===== config.mk =====
export PLATFORM = sky130hd
export DESIGN_NAME = cascaded_leaky_integrator_noise_flat
export DESIGN_NICKNAME = d
export VERILOG_FILES = /design/src/hw/rtl/clin_pkg.sv /design/src/hw/rtl/clin_in_if.sv /design/src/hw/rtl/clin_out_if.sv /design/src/hw/rtl/clin_stage_mem.sv /design/src/hw/rtl/clin_digit_mul.sv /design/src/hw/rtl/cascaded_leaky_integrator_noise.sv /design/src/flat_wrapper.sv
export SDC_FILE = /design/constraint.sdc
export NUM_CORES = 2
export LEC_CHECK = 0
export BUFFER_PORTS_ARGS = -buffer_cell sky130_fd_sc_hd__buf_4
export CORE_AREA = 8 8 332 656
export CTS_CLUSTER_SIZE = 28
export DETAILED_ROUTE_END_ITERATION = 7
export DIE_AREA = 0 0 340 664
export PLACE_DENSITY = 0.58
export SLEW_MARGIN = 5
export SYNTH_ARGS = -nofsm -noshare
export SYNTH_HDL_FRONTEND = slang
export SYNTH_SLANG_ARGS = --single-unit

===== constraint.sdc =====
create_clock -name clk -period 4.9 [get_ports clk]
set_input_delay 0.49 -clock clk [delete_from_list [all_inputs] [get_ports clk]]
set_output_delay 0.49 -clock clk [all_outputs]
set_load 0.02 [all_outputs]

===== src/hw/rtl/clin_pkg.sv =====
`default_nettype none
package clin_pkg;

  localparam int SAMPLE_W  = 16;
  localparam int CHIDX_W   = 3;
  localparam int ORDER_W   = 4;
  localparam int COUNT_W   = 4;
  localparam int LEAK_W    = 17;
  localparam int CFG_IDX_W = 2;
  localparam int CFG_DATA_W = LEAK_W;

  localparam logic [LEAK_W-1:0] LEAK_ONE = LEAK_W'(65536);

  localparam logic [ORDER_W-1:0] ORDER_RST = ORDER_W'(1);
  localparam logic [LEAK_W-1:0]  LEAK_RST  = LEAK_W'(64881);
  localparam logic [COUNT_W-1:0] COUNT_RST = COUNT_W'(2);

  // The leak is consumed least significant digit first: four 4-bit digits
  // for the fraction, then the single integer bit.
  localparam int DIGIT_W     = 4;
  localparam int FRAC_BITS   = 16;
  localparam int FRAC_DIGITS = FRAC_BITS / DIGIT_W;
  localparam int MUL_STEPS   = FRAC_DIGITS + 1;
  localparam int MUL_CNT_W   = $clog2(MUL_STEPS);

  typedef enum logic [CFG_IDX_W-1:0] {
    CFG_ORDER = 2'd0,
    CFG_LEAK  = 2'd1,
    CFG_COUNT = 2'd2
  } cfg_reg_t;

  typedef enum logic [2:0] {
    ST_IDLE,
    ST_READ,
    ST_DIFF,
    ST_MUL,
    ST_WRITE,
    ST_DONE
  } state_t;

endpackage
`default_nettype wire


===== src/hw/rtl/clin_in_if.sv =====
`default_nettype none
interface clin_in_if;
  logic                                valid;
  logic                                ready;
  logic signed [clin_pkg::SAMPLE_W-1:0] white_sample;

  modport source (output valid, output white_sample, input ready);
  modport sink (input valid, input white_sample, output ready);
endinterface
`default_nettype wire


===== src/hw/rtl/clin_out_if.sv =====
`default_nettype none
interface clin_out_if;
  logic                                 valid;
  logic                                 ready;
  logic signed [clin_pkg::SAMPLE_W-1:0] noise_sample;
  logic [clin_pkg::CHIDX_W-1:0]         channel_index;

  modport source (output valid, output noise_sample, output channel_index, input ready);
  modport sink (input valid, input noise_sample, input channel_index, output ready);
endinterface
`default_nettype wire


===== src/hw/rtl/clin_stage_mem.sv =====
`default_nettype none
module clin_stage_mem #(
  parameter int DEPTH = 64,
  parameter int AW    = 6,
  parameter int DW    = 24
) (
  input  wire logic                 clk,
  input  wire logic                 rst_n,
  input  wire logic                 wr_en,
  input  wire logic [AW-1:0]        wr_addr,
  input  wire logic signed [DW-1:0] wr_data,
  input  wire logic                 rd_en,
  input  wire logic [AW-1:0]        rd_addr,
  output logic signed [DW-1:0]      rd_data
);

  logic signed [DW-1:0] mem [DEPTH];
  logic [DEPTH-1:0]     valid_r;
  logic signed [DW-1:0] rd_word_r;
  logic                 rd_valid_r;

  // An entry never written since reset reads as zero.
  always_ff @(posedge clk) begin
    if (!rst_n) begin
      valid_r <= '0;
    end else if (wr_en) begin
      valid_r[wr_addr] <= 1'b1;
    end
  end

  always_ff @(posedge clk) begin
    if (wr_en) begin
      mem[wr_addr] <= wr_data;
    end
    if (rd_en) begin
      rd_word_r  <= mem[rd_addr];
      rd_valid_r <= valid_r[rd_addr];
    end
  end

  assign rd_data = rd_valid_r ? rd_word_r : '0;

endmodule
`default_nettype wire


===== src/hw/rtl/clin_digit_mul.sv =====
`default_nettype none
module clin_digit_mul #(
  parameter int DW = 25
) (
  input  wire logic                              clk,
  input  wire logic                              rst_n,
  input  wire logic                              start,
  input  wire logic signed [DW-1:0]              diff,
  input  wire logic [clin_pkg::LEAK_W-1:0]       leak,
  output logic                                   done,
  output logic signed [DW-1:0]                   part
);

  localparam int ACC_W = DW + clin_pkg::DIGIT_W + 1;

  logic                                busy_r, busy_nxt;
  logic                                done_r, done_nxt;
  logic [clin_pkg::MUL_CNT_W-1:0]      cnt_r, cnt_nxt;
  logic [clin_pkg::LEAK_W-1:0]         leak_sh_r, leak_sh_nxt;
  logic signed [DW-1:0]                diff_r, diff_nxt;
  logic signed [ACC_W-1:0]             acc_r, acc_nxt;
  logic signed [clin_pkg::DIGIT_W:0]   digit;
  logic signed [ACC_W-1:0]             sum;

  // Each step adds diff times one digit and drops the digit's weight by an
  // arithmetic shift; the dropped bits are exactly what the floor discards.
  always_comb begin
    digit       = $signed({1'b0, leak_sh_r[clin_pkg::DIGIT_W-1:0]});
    sum         = acc_r + ACC_W'(diff_r * digit);
    busy_nxt    = busy_r;
    done_nxt    = 1'b0;
    cnt_nxt     = cnt_r;
    leak_sh_nxt = leak_sh_r;
    diff_nxt    = diff_r;
    acc_nxt     = acc_r;
    if (start) begin
      busy_nxt    = 1'b1;
      cnt_nxt     = '0;
      leak_sh_nxt = leak;
      diff_nxt    = diff;
      acc_nxt     = '0;
    end else if (busy_r) begin
      if (int'(cnt_r) < clin_pkg::FRAC_DIGITS) begin
        acc_nxt     = sum >>> clin_pkg::DIGIT_W;
        leak_sh_nxt = leak_sh_r >> clin_pkg::DIGIT_W;
        cnt_nxt     = clin_pkg::MUL_CNT_W'(cnt_r + 1'b1);
      end else begin
        // The integer bit of the leak carries weight one after the shifts.
        acc_nxt  = leak_sh_r[0] ? acc_r + ACC_W'(diff_r) : acc_r;
        busy_nxt = 1'b0;
        done_nxt = 1'b1;
      end
    end
  end

  always_ff @(posedge clk) begin
    if (!rst_n) begin
      busy_r <= 1'b0;
      done_r <= 1'b0;
    end else begin
      busy_r <= busy_nxt;
      done_r <= done_nxt;
    end
  end

  always_ff @(posedge clk) begin
    cnt_r     <= cnt_nxt;
    leak_sh_r <= leak_sh_nxt;
    diff_r    <= diff_nxt;
    acc_r     <= acc_nxt;
  end

  assign done = done_r;
  assign part = DW'(acc_r);

endmodule
`default_nettype wire


===== src/hw/rtl/cascaded_leaky_integrator_noise.sv =====
`default_nettype none
// Cascaded one-pole lowpass for interleaved white noise. Each input beat is
// one Q1.15 sample of the next channel in turn; each output beat carries the
// top stage of that channel's cascade (Q1.15, truncated) and the channel
// number. Stage values live in a MAX_CHANNELS x MAX_ORDER word memory with a
// per-word valid flag, so reset clears them at once and no clearing pass is
// needed. Every stage runs through a memory read, a difference, the 4-bit
// digit-serial leak multiplier and the write-back. A new sample is taken
// only once the last one has reached the output register, and the input
// is taken again while that result still waits there.
module cascaded_leaky_integrator_noise #(
  parameter int MAX_ORDER    = 8,
  parameter int MAX_CHANNELS = 8,
  parameter int STATE_WIDTH  = 24
) (
  input  wire logic                              clk,
  input  wire logic                              rst_n,
  clin_in_if.sink                                in_if,
  clin_out_if.source                             out_if,
  input  wire logic                              cfg_we,
  input  wire logic [clin_pkg::CFG_IDX_W-1:0]    cfg_idx,
  input  wire logic [clin_pkg::CFG_DATA_W-1:0]   cfg_wdata
);

  localparam int DEPTH   = MAX_CHANNELS * MAX_ORDER;
  localparam int AW      = (DEPTH > 1) ? $clog2(DEPTH) : 1;
  localparam int CH_W    = (MAX_CHANNELS > 1) ? $clog2(MAX_CHANNELS) : 1;
  localparam int ORD_W   = $clog2(MAX_ORDER + 1);
  localparam int CNT_W   = $clog2(MAX_CHANNELS + 1);
  localparam int SHIFT   = STATE_WIDTH - clin_pkg::SAMPLE_W;
  localparam int DW      = STATE_WIDTH + 1;

  // Configuration registers.
  logic [clin_pkg::ORDER_W-1:0] order_r;
  logic [clin_pkg::LEAK_W-1:0]  leak_r;
  logic [clin_pkg::COUNT_W-1:0] count_r;

  always_ff @(posedge clk) begin
    if (!rst_n) begin
      order_r <= clin_pkg::ORDER_RST;
      leak_r  <= clin_pkg::LEAK_RST;
      count_r <= clin_pkg::COUNT_RST;
    end else if (cfg_we) begin
      unique case (clin_pkg::cfg_reg_t'(cfg_idx))
        clin_pkg::CFG_ORDER: order_r <= cfg_wdata[clin_pkg::ORDER_W-1:0];
        clin_pkg::CFG_LEAK:  leak_r  <= cfg_wdata[clin_pkg::LEAK_W-1:0];
        clin_pkg::CFG_COUNT: count_r <= cfg_wdata[clin_pkg::COUNT_W-1:0];
        default: ;
      endcase
    end
  end

  logic [ORD_W-1:0]             order_sat;
  logic [clin_pkg::LEAK_W-1:0]  leak_sat;
  logic [CNT_W-1:0]             count_sat;

  always_comb begin
    order_sat = (int'(order_r) > MAX_ORDER) ? ORD_W'(MAX_ORDER) : ORD_W'(order_r);
    leak_sat  = (leak_r > clin_pkg::LEAK_ONE) ? clin_pkg::LEAK_ONE : leak_r;
    if (count_r == '0) begin
      count_sat = CNT_W'(1);
    end else if (int'(count_r) > MAX_CHANNELS) begin
      count_sat = CNT_W'(MAX_CHANNELS);
    end else begin
      count_sat = CNT_W'(count_r);
    end
  end

  // Sequencer and datapath registers.
  clin_pkg::state_t             state_r, state_nxt;
  logic [CH_W-1:0]              cur_r;
  logic [CH_W-1:0]              ch_r;
  logic [ORD_W-1:0]             stage_cnt_r;
  logic [AW-1:0]                addr_r;
  logic signed [STATE_WIDTH-1:0] prev_r;
  logic                         out_valid_r;
  logic signed [clin_pkg::SAMPLE_W-1:0] out_noise_r;
  logic [clin_pkg::CHIDX_W-1:0] out_ch_r;

  logic                         accept;
  logic                         out_load;
  logic                         mem_rd_en;
  logic                         mem_wr_en;
  logic                         mul_start;
  logic                         mul_done;
  logic signed [DW-1:0]         mul_part;
  logic signed [STATE_WIDTH-1:0] rd_data;
  logic signed [DW-1:0]         diff;
  logic signed [DW-1:0]         new_sum;
  logic signed [STATE_WIDTH-1:0] new_val;
  logic signed [STATE_WIDTH-1:0] x_wide;
  logic [CH_W-1:0]              ch_sel;
  logic [CH_W-1:0]              ch_next;
  logic                         last_stage;

  always_comb begin
    ch_sel     = (int'(cur_r) >= int'(count_sat)) ? '0 : cur_r;
    ch_next    = (int'(ch_sel) + 1 >= int'(count_sat)) ? '0 : CH_W'(ch_sel + 1'b1);
    x_wide     = STATE_WIDTH'(in_if.white_sample) <<< SHIFT;
    diff       = DW'(rd_data) - DW'(prev_r);
    new_sum    = DW'(prev_r) + mul_part;
    new_val    = new_sum[STATE_WIDTH-1:0];
    last_stage = (ORD_W'(stage_cnt_r + 1'b1) == order_sat);
  end

  always_comb begin
    state_nxt = state_r;
    unique case (state_r)
      clin_pkg::ST_IDLE: begin
        if (in_if.valid) begin
          state_nxt = (order_sat == '0) ? clin_pkg::ST_DONE : clin_pkg::ST_READ;
        end
      end
      clin_pkg::ST_READ:  state_nxt = clin_pkg::ST_DIFF;
      clin_pkg::ST_DIFF:  state_nxt = clin_pkg::ST_MUL;
      clin_pkg::ST_MUL: begin
        if (mul_done) begin
          state_nxt = clin_pkg::ST_WRITE;
        end
      end
      clin_pkg::ST_WRITE: state_nxt = last_stage ? clin_pkg::ST_DONE : clin_pkg::ST_READ;
      clin_pkg::ST_DONE: begin
        if (!out_valid_r || out_if.ready) begin
          state_nxt = clin_pkg::ST_IDLE;
        end
      end
      default: state_nxt = clin_pkg::ST_IDLE;
    endcase
  end

  always_comb begin
    in_if.ready = 1'b0;
    mem_rd_en   = 1'b0;
    mem_wr_en   = 1'b0;
    mul_start   = 1'b0;
    out_load    = 1'b0;
    unique case (state_r)
      clin_pkg::ST_IDLE:  in_if.ready = 1'b1;
      clin_pkg::ST_READ:  mem_rd_en   = 1'b1;
      clin_pkg::ST_DIFF:  mul_start   = 1'b1;
      clin_pkg::ST_MUL:   ;
      clin_pkg::ST_WRITE: mem_wr_en   = 1'b1;
      clin_pkg::ST_DONE:  out_load    = !out_valid_r || out_if.ready;
      default: ;
    endcase
  end

  assign accept = in_if.valid && in_if.ready;

  always_ff @(posedge clk) begin
    if (!rst_n) begin
      state_r     <= clin_pkg::ST_IDLE;
      cur_r       <= '0;
      out_valid_r <= 1'b0;
    end else begin
      state_r <= state_nxt;
      if (accept) begin
        cur_r <= ch_next;
      end
      if (out_load) begin
        out_valid_r <= 1'b1;
      end else if (out_if.ready) begin
        out_valid_r <= 1'b0;
      end
    end
  end

  always_ff @(posedge clk) begin
    if (accept) begin
      ch_r        <= ch_sel;
      prev_r      <= x_wide;
      stage_cnt_r <= '0;
      addr_r      <= AW'(int'(ch_sel) * MAX_ORDER);
    end
    if (mem_wr_en) begin
      prev_r      <= new_val;
      stage_cnt_r <= ORD_W'(stage_cnt_r + 1'b1);
      addr_r      <= AW'(addr_r + 1'b1);
    end
    if (out_load) begin
      out_noise_r <= clin_pkg::SAMPLE_W'(prev_r >>> SHIFT);
      out_ch_r    <= clin_pkg::CHIDX_W'(ch_r);
    end
  end

  assign out_if.valid         = out_valid_r;
  assign out_if.noise_sample  = out_noise_r;
  assign out_if.channel_index = out_ch_r;

  clin_stage_mem #(
    .DEPTH (DEPTH),
    .AW    (AW),
    .DW    (STATE_WIDTH)
  ) u_mem (
    .clk     (clk),
    .rst_n   (rst_n),
    .wr_en   (mem_wr_en),
    .wr_addr (addr_r),
    .wr_data (new_val),
    .rd_en   (mem_rd_en),
    .rd_addr (addr_r),
    .rd_data (rd_data)
  );

  clin_digit_mul #(
    .DW (DW)
  ) u_mul (
    .clk   (clk),
    .rst_n (rst_n),
    .start (mul_start),
    .diff  (diff),
    .leak  (leak_sat),
    .done  (mul_done),
    .part  (mul_part)
  );

`ifndef SYNTHESIS
  a_mul_done_in_mul: assert property (@(posedge clk) disable iff (!rst_n)
    mul_done |-> state_r == clin_pkg::ST_MUL)
    else $error("multiplier finished outside the multiply state");

  a_order0_bypass: assert property (@(posedge clk) disable iff (!rst_n)
    (accept && order_sat == '0) |=> state_r == clin_pkg::ST_DONE)
    else $error("pass-through item did not go straight to output");

  a_write_in_range: assert property (@(posedge clk) disable iff (!rst_n)
    mem_wr_en |-> stage_cnt_r < order_sat)
    else $error("stage write beyond the configured order");

  a_out_from_done: assert property (@(posedge clk) disable iff (!rst_n)
    $rose(out_valid_r) |-> $past(state_r) == clin_pkg::ST_DONE)
    else $error("output beat raised outside the done state");
`endif

endmodule
`default_nettype wire

===== src/flat_wrapper.sv =====
// flat-port wrapper written by rule: the top's interface ports become plain ports
module cascaded_leaky_integrator_noise_flat 
#(
  parameter int MAX_ORDER    = 8,
  parameter int MAX_CHANNELS = 8,
  parameter int STATE_WIDTH  = 24
)
  (clk, rst_n, cfg_we, cfg_idx, cfg_wdata, in_if_valid, in_if_white_sample, in_if_ready, out_if_valid, out_if_noise_sample, out_if_channel_index, out_if_ready);
  clin_in_if in_if_i ();
  clin_out_if out_if_i ();
  input  wire logic clk;
  input  wire logic rst_n;
  input  wire logic cfg_we;
  input  wire logic [clin_pkg::CFG_IDX_W-1:0] cfg_idx;
  input  wire logic [clin_pkg::CFG_DATA_W-1:0] cfg_wdata;
  input wire logic [$bits(in_if_i.valid)-1:0] in_if_valid;
  input wire logic [$bits(in_if_i.white_sample)-1:0] in_if_white_sample;
  output wire logic [$bits(in_if_i.ready)-1:0] in_if_ready;
  output wire logic [$bits(out_if_i.valid)-1:0] out_if_valid;
  output wire logic [$bits(out_if_i.noise_sample)-1:0] out_if_noise_sample;
  output wire logic [$bits(out_if_i.channel_index)-1:0] out_if_channel_index;
  input wire logic [$bits(out_if_i.ready)-1:0] out_if_ready;
  assign in_if_i.valid = in_if_valid;
  assign in_if_i.white_sample = in_if_white_sample;
  assign in_if_ready = in_if_i.ready;
  assign out_if_valid = out_if_i.valid;
  assign out_if_noise_sample = out_if_i.noise_sample;
  assign out_if_channel_index = out_if_i.channel_index;
  assign out_if_i.ready = out_if_ready;
  cascaded_leaky_integrator_noise #(.MAX_ORDER(MAX_ORDER), .MAX_CHANNELS(MAX_CHANNELS), .STATE_WIDTH(STATE_WIDTH)) u_core (.clk(clk), .rst_n(rst_n), .in_if(in_if_i), .out_if(out_if_i), .cfg_we(cfg_we), .cfg_idx(cfg_idx), .cfg_wdata(cfg_wdata));
endmodule

Word level (Yosys, flattened, before mapping). Memories as Yosys holds them, arrays and structs flattened. A register that Yosys moved wholly into a read port is not among the register bits. Cells that the tools add are included.

Bits in registers: 230. Memory bits (writable): 1536. Bits of input ports: 40. Output and inout port bits: 21. Word-level logic and storage cells: 115. Memories kept: 1.

Memory list: u_core.u_mem.mem (words 64, bits a word 24, read ports 1, clocked after memory_dff 1, write ports 1, RTL line clin_stage_mem.sv:17) `logic signed [DW-1:0] mem [DEPTH];`.

Add/sub/neg operators: 9. Multipliers: 1. Magnitude comparators: 8. Equality and inequality tests: 11. Mux-type cells: 41. Bitwise gates (word level): 3. Reduce and logical (&&, ||, !) cells: 21.

Operator list (count): $mux W24 (3); $mux W17 (4); $or A64 B64 Y64 (1); $mux W30 (2); $ge A32 B5 Y1 (1); $add A30 B25 Y30 (1); $add A30 B30 Y30 (1); $mul A25 B5 Y30 (1); $sub A24 B24 Y25 (1); $add A24 B24 Y24 (1); $mux W3 (7); $mux W4 (5); $pmux W3 S6 (1); $gt A17 B17 Y1 const B (1); $mux W1 (15); $mux W6 (2); $reduce_and A2 Y1 (6); $reduce_bool A2 Y1 (5); $gt A4 B4 Y1 const B (2); $logic_not A4 Y1 (2); $lt A6 B7 Y1 const B (1); $add A3 B1 Y3 const B (2); $add A6 B1 Y6 const B (1); $bmux W1 S6 (1); other kinds (22) (27).

Longest topological paths before layout.
Depth after elaboration: 8. Mapped depth: 19. Gate-level depth less buffers: 17.

Cells and area by module. From an unflattened synthesis, not the netlist that was laid out.

Cells, all modules: 4585. Area total of the unflattened synthesis: 77559.4 um^2.

Modules (own cells, without submodules): clin_stage_mem (times used 1, cells each 2907, area each 62266.0 um^2, sequential area each 48156.2 um^2); clin_digit_mul (times used 1, cells each 1024, area each 9150.0 um^2, sequential area each 1961.9 um^2); cascaded_leaky_integrator_noise (times used 1, cells each 654, area each 6143.4 um^2, sequential area each 2322.2 um^2).

Worst setup path after synthesis. Ideal clock, no wire load.

Kind: register -> register. From: register u_core.u_mul.acc_r[0]. To: memory u_core.u_mem.mem[0][10] (data pin). Library setup time: 0.688 ns. Arrival: 4.340 ns. Data required time: 4.212 ns. Setup slack: -0.128 ns. Stages on the path, launching flop included: 12. Buffers on the path: 0. Period minus slack after synthesis: 5.028 ns. Path through: dfxtp_1 ha_1 inv_1 fa_1 nor2b_1 o21ai_1 a21boi_0 o21ai_1 a21oi_1 a21o_1 a211oi_1 nor3_1.

Longest elaborated chain between the ends: 1.

RTL lines: start, declared (RTL line clin_digit_mul.sv:21) `logic signed [ACC_W-1:0] acc_r, acc_nxt;`; start signal, assigned (RTL line clin_digit_mul.sv:70) `acc_r <= acc_nxt;`; $add A24 B24 Y24 (RTL line cascaded_leaky_integrator_noise.sv:101) `new_sum = DW'(prev_r) + mul_part;`; named net u_core.new_sum[10] (RTL line cascaded_leaky_integrator_noise.sv:89) `logic signed [DW-1:0] new_sum;`; end, declared (RTL line clin_stage_mem.sv:17).

The timed path passes the listed nets, and every way through them passes these cells.

Worst setup path after layout.
From: register u_core.u_mul.leak_sh_r[0] (netlist bit). To: register u_core.u_mul.acc_r[22].

Longest elaborated chain between the ends: 3. Elaborated cells on any way between the ends: 5. Classes of those cells: add/sub: 1; mul: 1; mux: 1; reduce/logical: 2.

RTL lines: start, declared (RTL line clin_digit_mul.sv:19) `logic [clin_pkg::LEAK_W-1:0] leak_sh_r, leak_sh_nxt;`; start signal, assigned (RTL line clin_digit_mul.sv:68) `leak_sh_r <= leak_sh_nxt;`; $mul A25 B5 Y30 (RTL line clin_digit_mul.sv:29) `sum = acc_r + ACC_W'(diff_r * digit);`; $add A30 B30 Y30 (RTL line clin_digit_mul.sv:29); $mux W30 (RTL line clin_digit_mul.sv:43) `if (int'(cnt_r) < clin_pkg::FRAC_DIGITS) begin`.

Several ways; a longest one is shown, not always the timed one. A chain may end at the register's enable or synchronous reset.

==> results.json <==
{
  "arrival_ns": 5.42,
  "syn_nets": 4939,
  "placedCellCount": 7493,
  "wl_per_cell_um": 28.5,
  "start_kind": "register",
  "gr-total-overflow": 0,
  "layout_common_cells": "edfxtp_1, a22oi_1, buf_4, a22o_1, a31oi_1",
  "drive_gt1_share_pct": 14.0,
  "worstMarginPinSlew_ns": 1.47,
  "die_w_um": 340,
  "min_period_over_period_pct": 96.7,
  "grt_max_degree": 99,
  "dr.pass1.iters": 5,
  "status": "finished with violations",
  "dp_hpwl_mm": 137,
  "netlist_area_um2": 72700,
  "die_height_um": 664,
  "synth_edf_count": 1659,
  "synthCells": 4674,
  "cp-end-kind": "register",
  "viasPerCell": 5.74,
  "placementRows": 238,
  "drv_cap": 1,
  "globalplace.congestion": 0.861,
  "setup_viol": 0,
  "avgSynthCellArea_um2": 15.6,
  "cts_buffers": 162,
  "cts-root-buf": "clkbuf_16",
  "instances_no_fill": 7834,
  "pin_count": 61,
  "final_util_pct": 40.4,
  "drc": 0,
  "ys_types": 73,
  "core_um2": 209000,
  "hold_viol": 0,
  "first_global_vias": 44100,
  "synth_seq_cells": 1790,
  "grt_usage_pct": 19.0,
  "die_area_um2": 226000,
  "cts_num_sinks": 1790,
  "portBuffers": 60,
  "async_flop_share_pct": 0,
  "nNetsFinal": 5195,
  "via_count": 45000,
  "leakagePower_nw": 27.9,
  "grt_pass1_wl_mm": 318,
  "slew_headroom_pct": 1.17,
  "crit_type": "reg2reg",
  "power_density_nw_per_um2": 582,
  "peakVddDrop_uv": 658,
  "hp-class": "in2reg",
  "power_mw": 49.2,
  "violations": "capacitance limit",
  "clock.fmax_ghz": 0.211,
  "area_growth_pct": 16.2,
  "final-max-slew-violation-count": 0,
  "cts_buffer_depth": 3,
  "ys.flop_type": "edfxtp_1",
  "fin_skew_ns": 0.0654,
  "required_ns": 5.58,
  "start_util_pct": 34.7,
  "antenna_found_initial": 13,
  "insertion_delay_ns": 0.82,
  "htreeDepth": 4,
  "cts.clk_slew.worst_paths_ns": 0.07,
  "fin_crit_ns": 4.74,
  "final_common_cell": "edfxtp_1",
  "drt-initial-drc-count": 4763,
  "ys_warn_count": 0,
  "ys_seq_area_share_pct": 72.1,
  "routed_wl_mm": 223,
  "ant_nets": 0,
  "cts_tree": "yes",
  "crit_fanout": 12
}
[layer usage]
metal	vias up	routed length, um	share of wire [%]	GRT usage, %
met4	4	9680	4.3	7.81
met3	395	16900	7.6	3.01
li1	19300	-	-	-
met1	23200	89600	40	24.9
met5	-	22	0.0099	0
met2	2038	107000	48	31.3
[cell families after synthesis]
logic type | count (synthesis) | synth area share [%]
multiplexers | 29 | 0.418
adder cells (fa/ha/maj) | 225 | 4.71
buffers and inverters | 413 | 2.14
XOR/XNOR | 83 | 1.00
flip-flops | 1790 | 72.1
AO/OA/AOI/OAI | 1416 | 14.5
AND/OR/NAND/NOR | 718 | 5.11
[flip-flops by register name, indices dropped and copies added (netlist names), 4 cells and up]
| register | count |
|---|---|
| u_core.u_mem.mem | 1536 |
| u_core.leak_r | 17 |
| u_core.u_mem.valid_r | 64 |
| u_core.u_mul.leak_sh_r | 17 |
| u_core.addr_r | 6 |
| u_core.out_if.noise_sample | 16 |
| u_core.count_r | 4 |
| u_core.order_r | 4 |
| u_core.u_mem.rd_word_r | 24 |
| u_core.prev_r | 24 |
| u_core.u_mul.diff_r | 25 |
| u_core.stage_cnt_r | 4 |
| u_core.u_mul.acc_r | 30 |
[power by group]
group | switching (mW) | total [mW] | internal, mW
Sequential | 0.377 | 21.3 | 21.0
Combinational | 10.3 | 14.7 | 4.41
Clock | 5.72 | 13.1 | 7.41
Total | 16.4 | 49.2 | 32.8
[metrics by stage]
stage          setup slack [ns]  cell area, um2  TNS (ns)  hold slack [ns]
4_1_cts                 0.00324           84400         0           0.0157
6_report                  0.161           84500         0           0.0763
3_3_place_gp            -0.0304           78500   -0.0664            0.447
5_1_grt                 -0.0224           84500   -0.0224           0.0571
3_5_place_dp            -0.0595           78500    -0.193            0.454
2_1_floorplan           -0.0169           72700     -1.08            0.400
[Yosys cell counts, types with 44 or more instances]
cell type	instances	share of area (%)
o21ai_0	60	0.41
inv_1	145	0.75
fa_1	81	2.2
o21a_1	75	0.77
a21oi_1	105	0.72
a22o_1	177	2.1
dfxtp_1	131	3.6
a221oi_1	166	2.0
a22oi_1	478	4.9
nor2_1	149	0.77
xnor2_1	55	0.66
nand2_1	141	0.73
buf_1	52	0.27
nor4_1	50	0.43
ha_1	144	2.5
clkbuf_1	214	1.1
a31oi_1	171	1.5
a21o_1	44	0.45
nand3_1	60	0.41
edfxtp_1	1659	69
and2_1	136	1.2
[cell type report]
cell class | instances | area, um2
Sequential cell | 1790 | 52400
Clock inverter | 84 | 1160
Multi-Input combinational cell | 2471 | 19300
Inverter | 146 | 548
Fill cell | 18800 | 125000
Timing Repair Buffer | 359 | 3240
Clock buffer | 216 | 4370
Antenna cell | 8 | 20.0
Tap cell | 2760 | 3450
[final timing paths]
path | start | depth (start not counted) | to | slack [ns]
worst max-delay path | u_core.u_mul.leak_sh_r[0] | 17 | u_core.u_mul.acc_r[22] | 0.16
worst min-delay path | in_if_white_sample[0] | 3 | u_core.prev_r[8] | 0.08
worst max register to register | u_core.u_mul.leak_sh_r[0] | 17 | u_core.u_mul.acc_r[22] | 0.16
worst min register to register | u_core.u_mem.valid_r[26] | 1 | u_core.u_mem.valid_r[26] | 0.47
[repair_timing]
item / 4_1_cts / 5_1_grt
hold endpoints to repair: 38 / 0
buffers inserted: 1 / 2
resized for setup: 2 / 21
hold buffers: 30 / 0
cloned: 0 / 0
endpoints found under the setup margin: 9 / 15
pin swaps: 0 / 7
[critical path: stages, from the launching register on]
cell and delay [ns]:
edfxtp_1 0.53, buf_6 0.21, and2_1 0.15, fa_1 0.47, inv_1 0.05, fa_1 0.48
inv_1 0.06, fa_1 0.49, ha_2 0.22, a21o_1 0.17, a21o_1 0.21, a21oi_2 0.15
o21ai_1 0.09, a21oi_2 0.29, a21oi_2 0.12, o311ai_2 0.33, mux2_1 0.36, a211oi_1 0.23
Note: power is estimated with default switching activity, not from simulation.
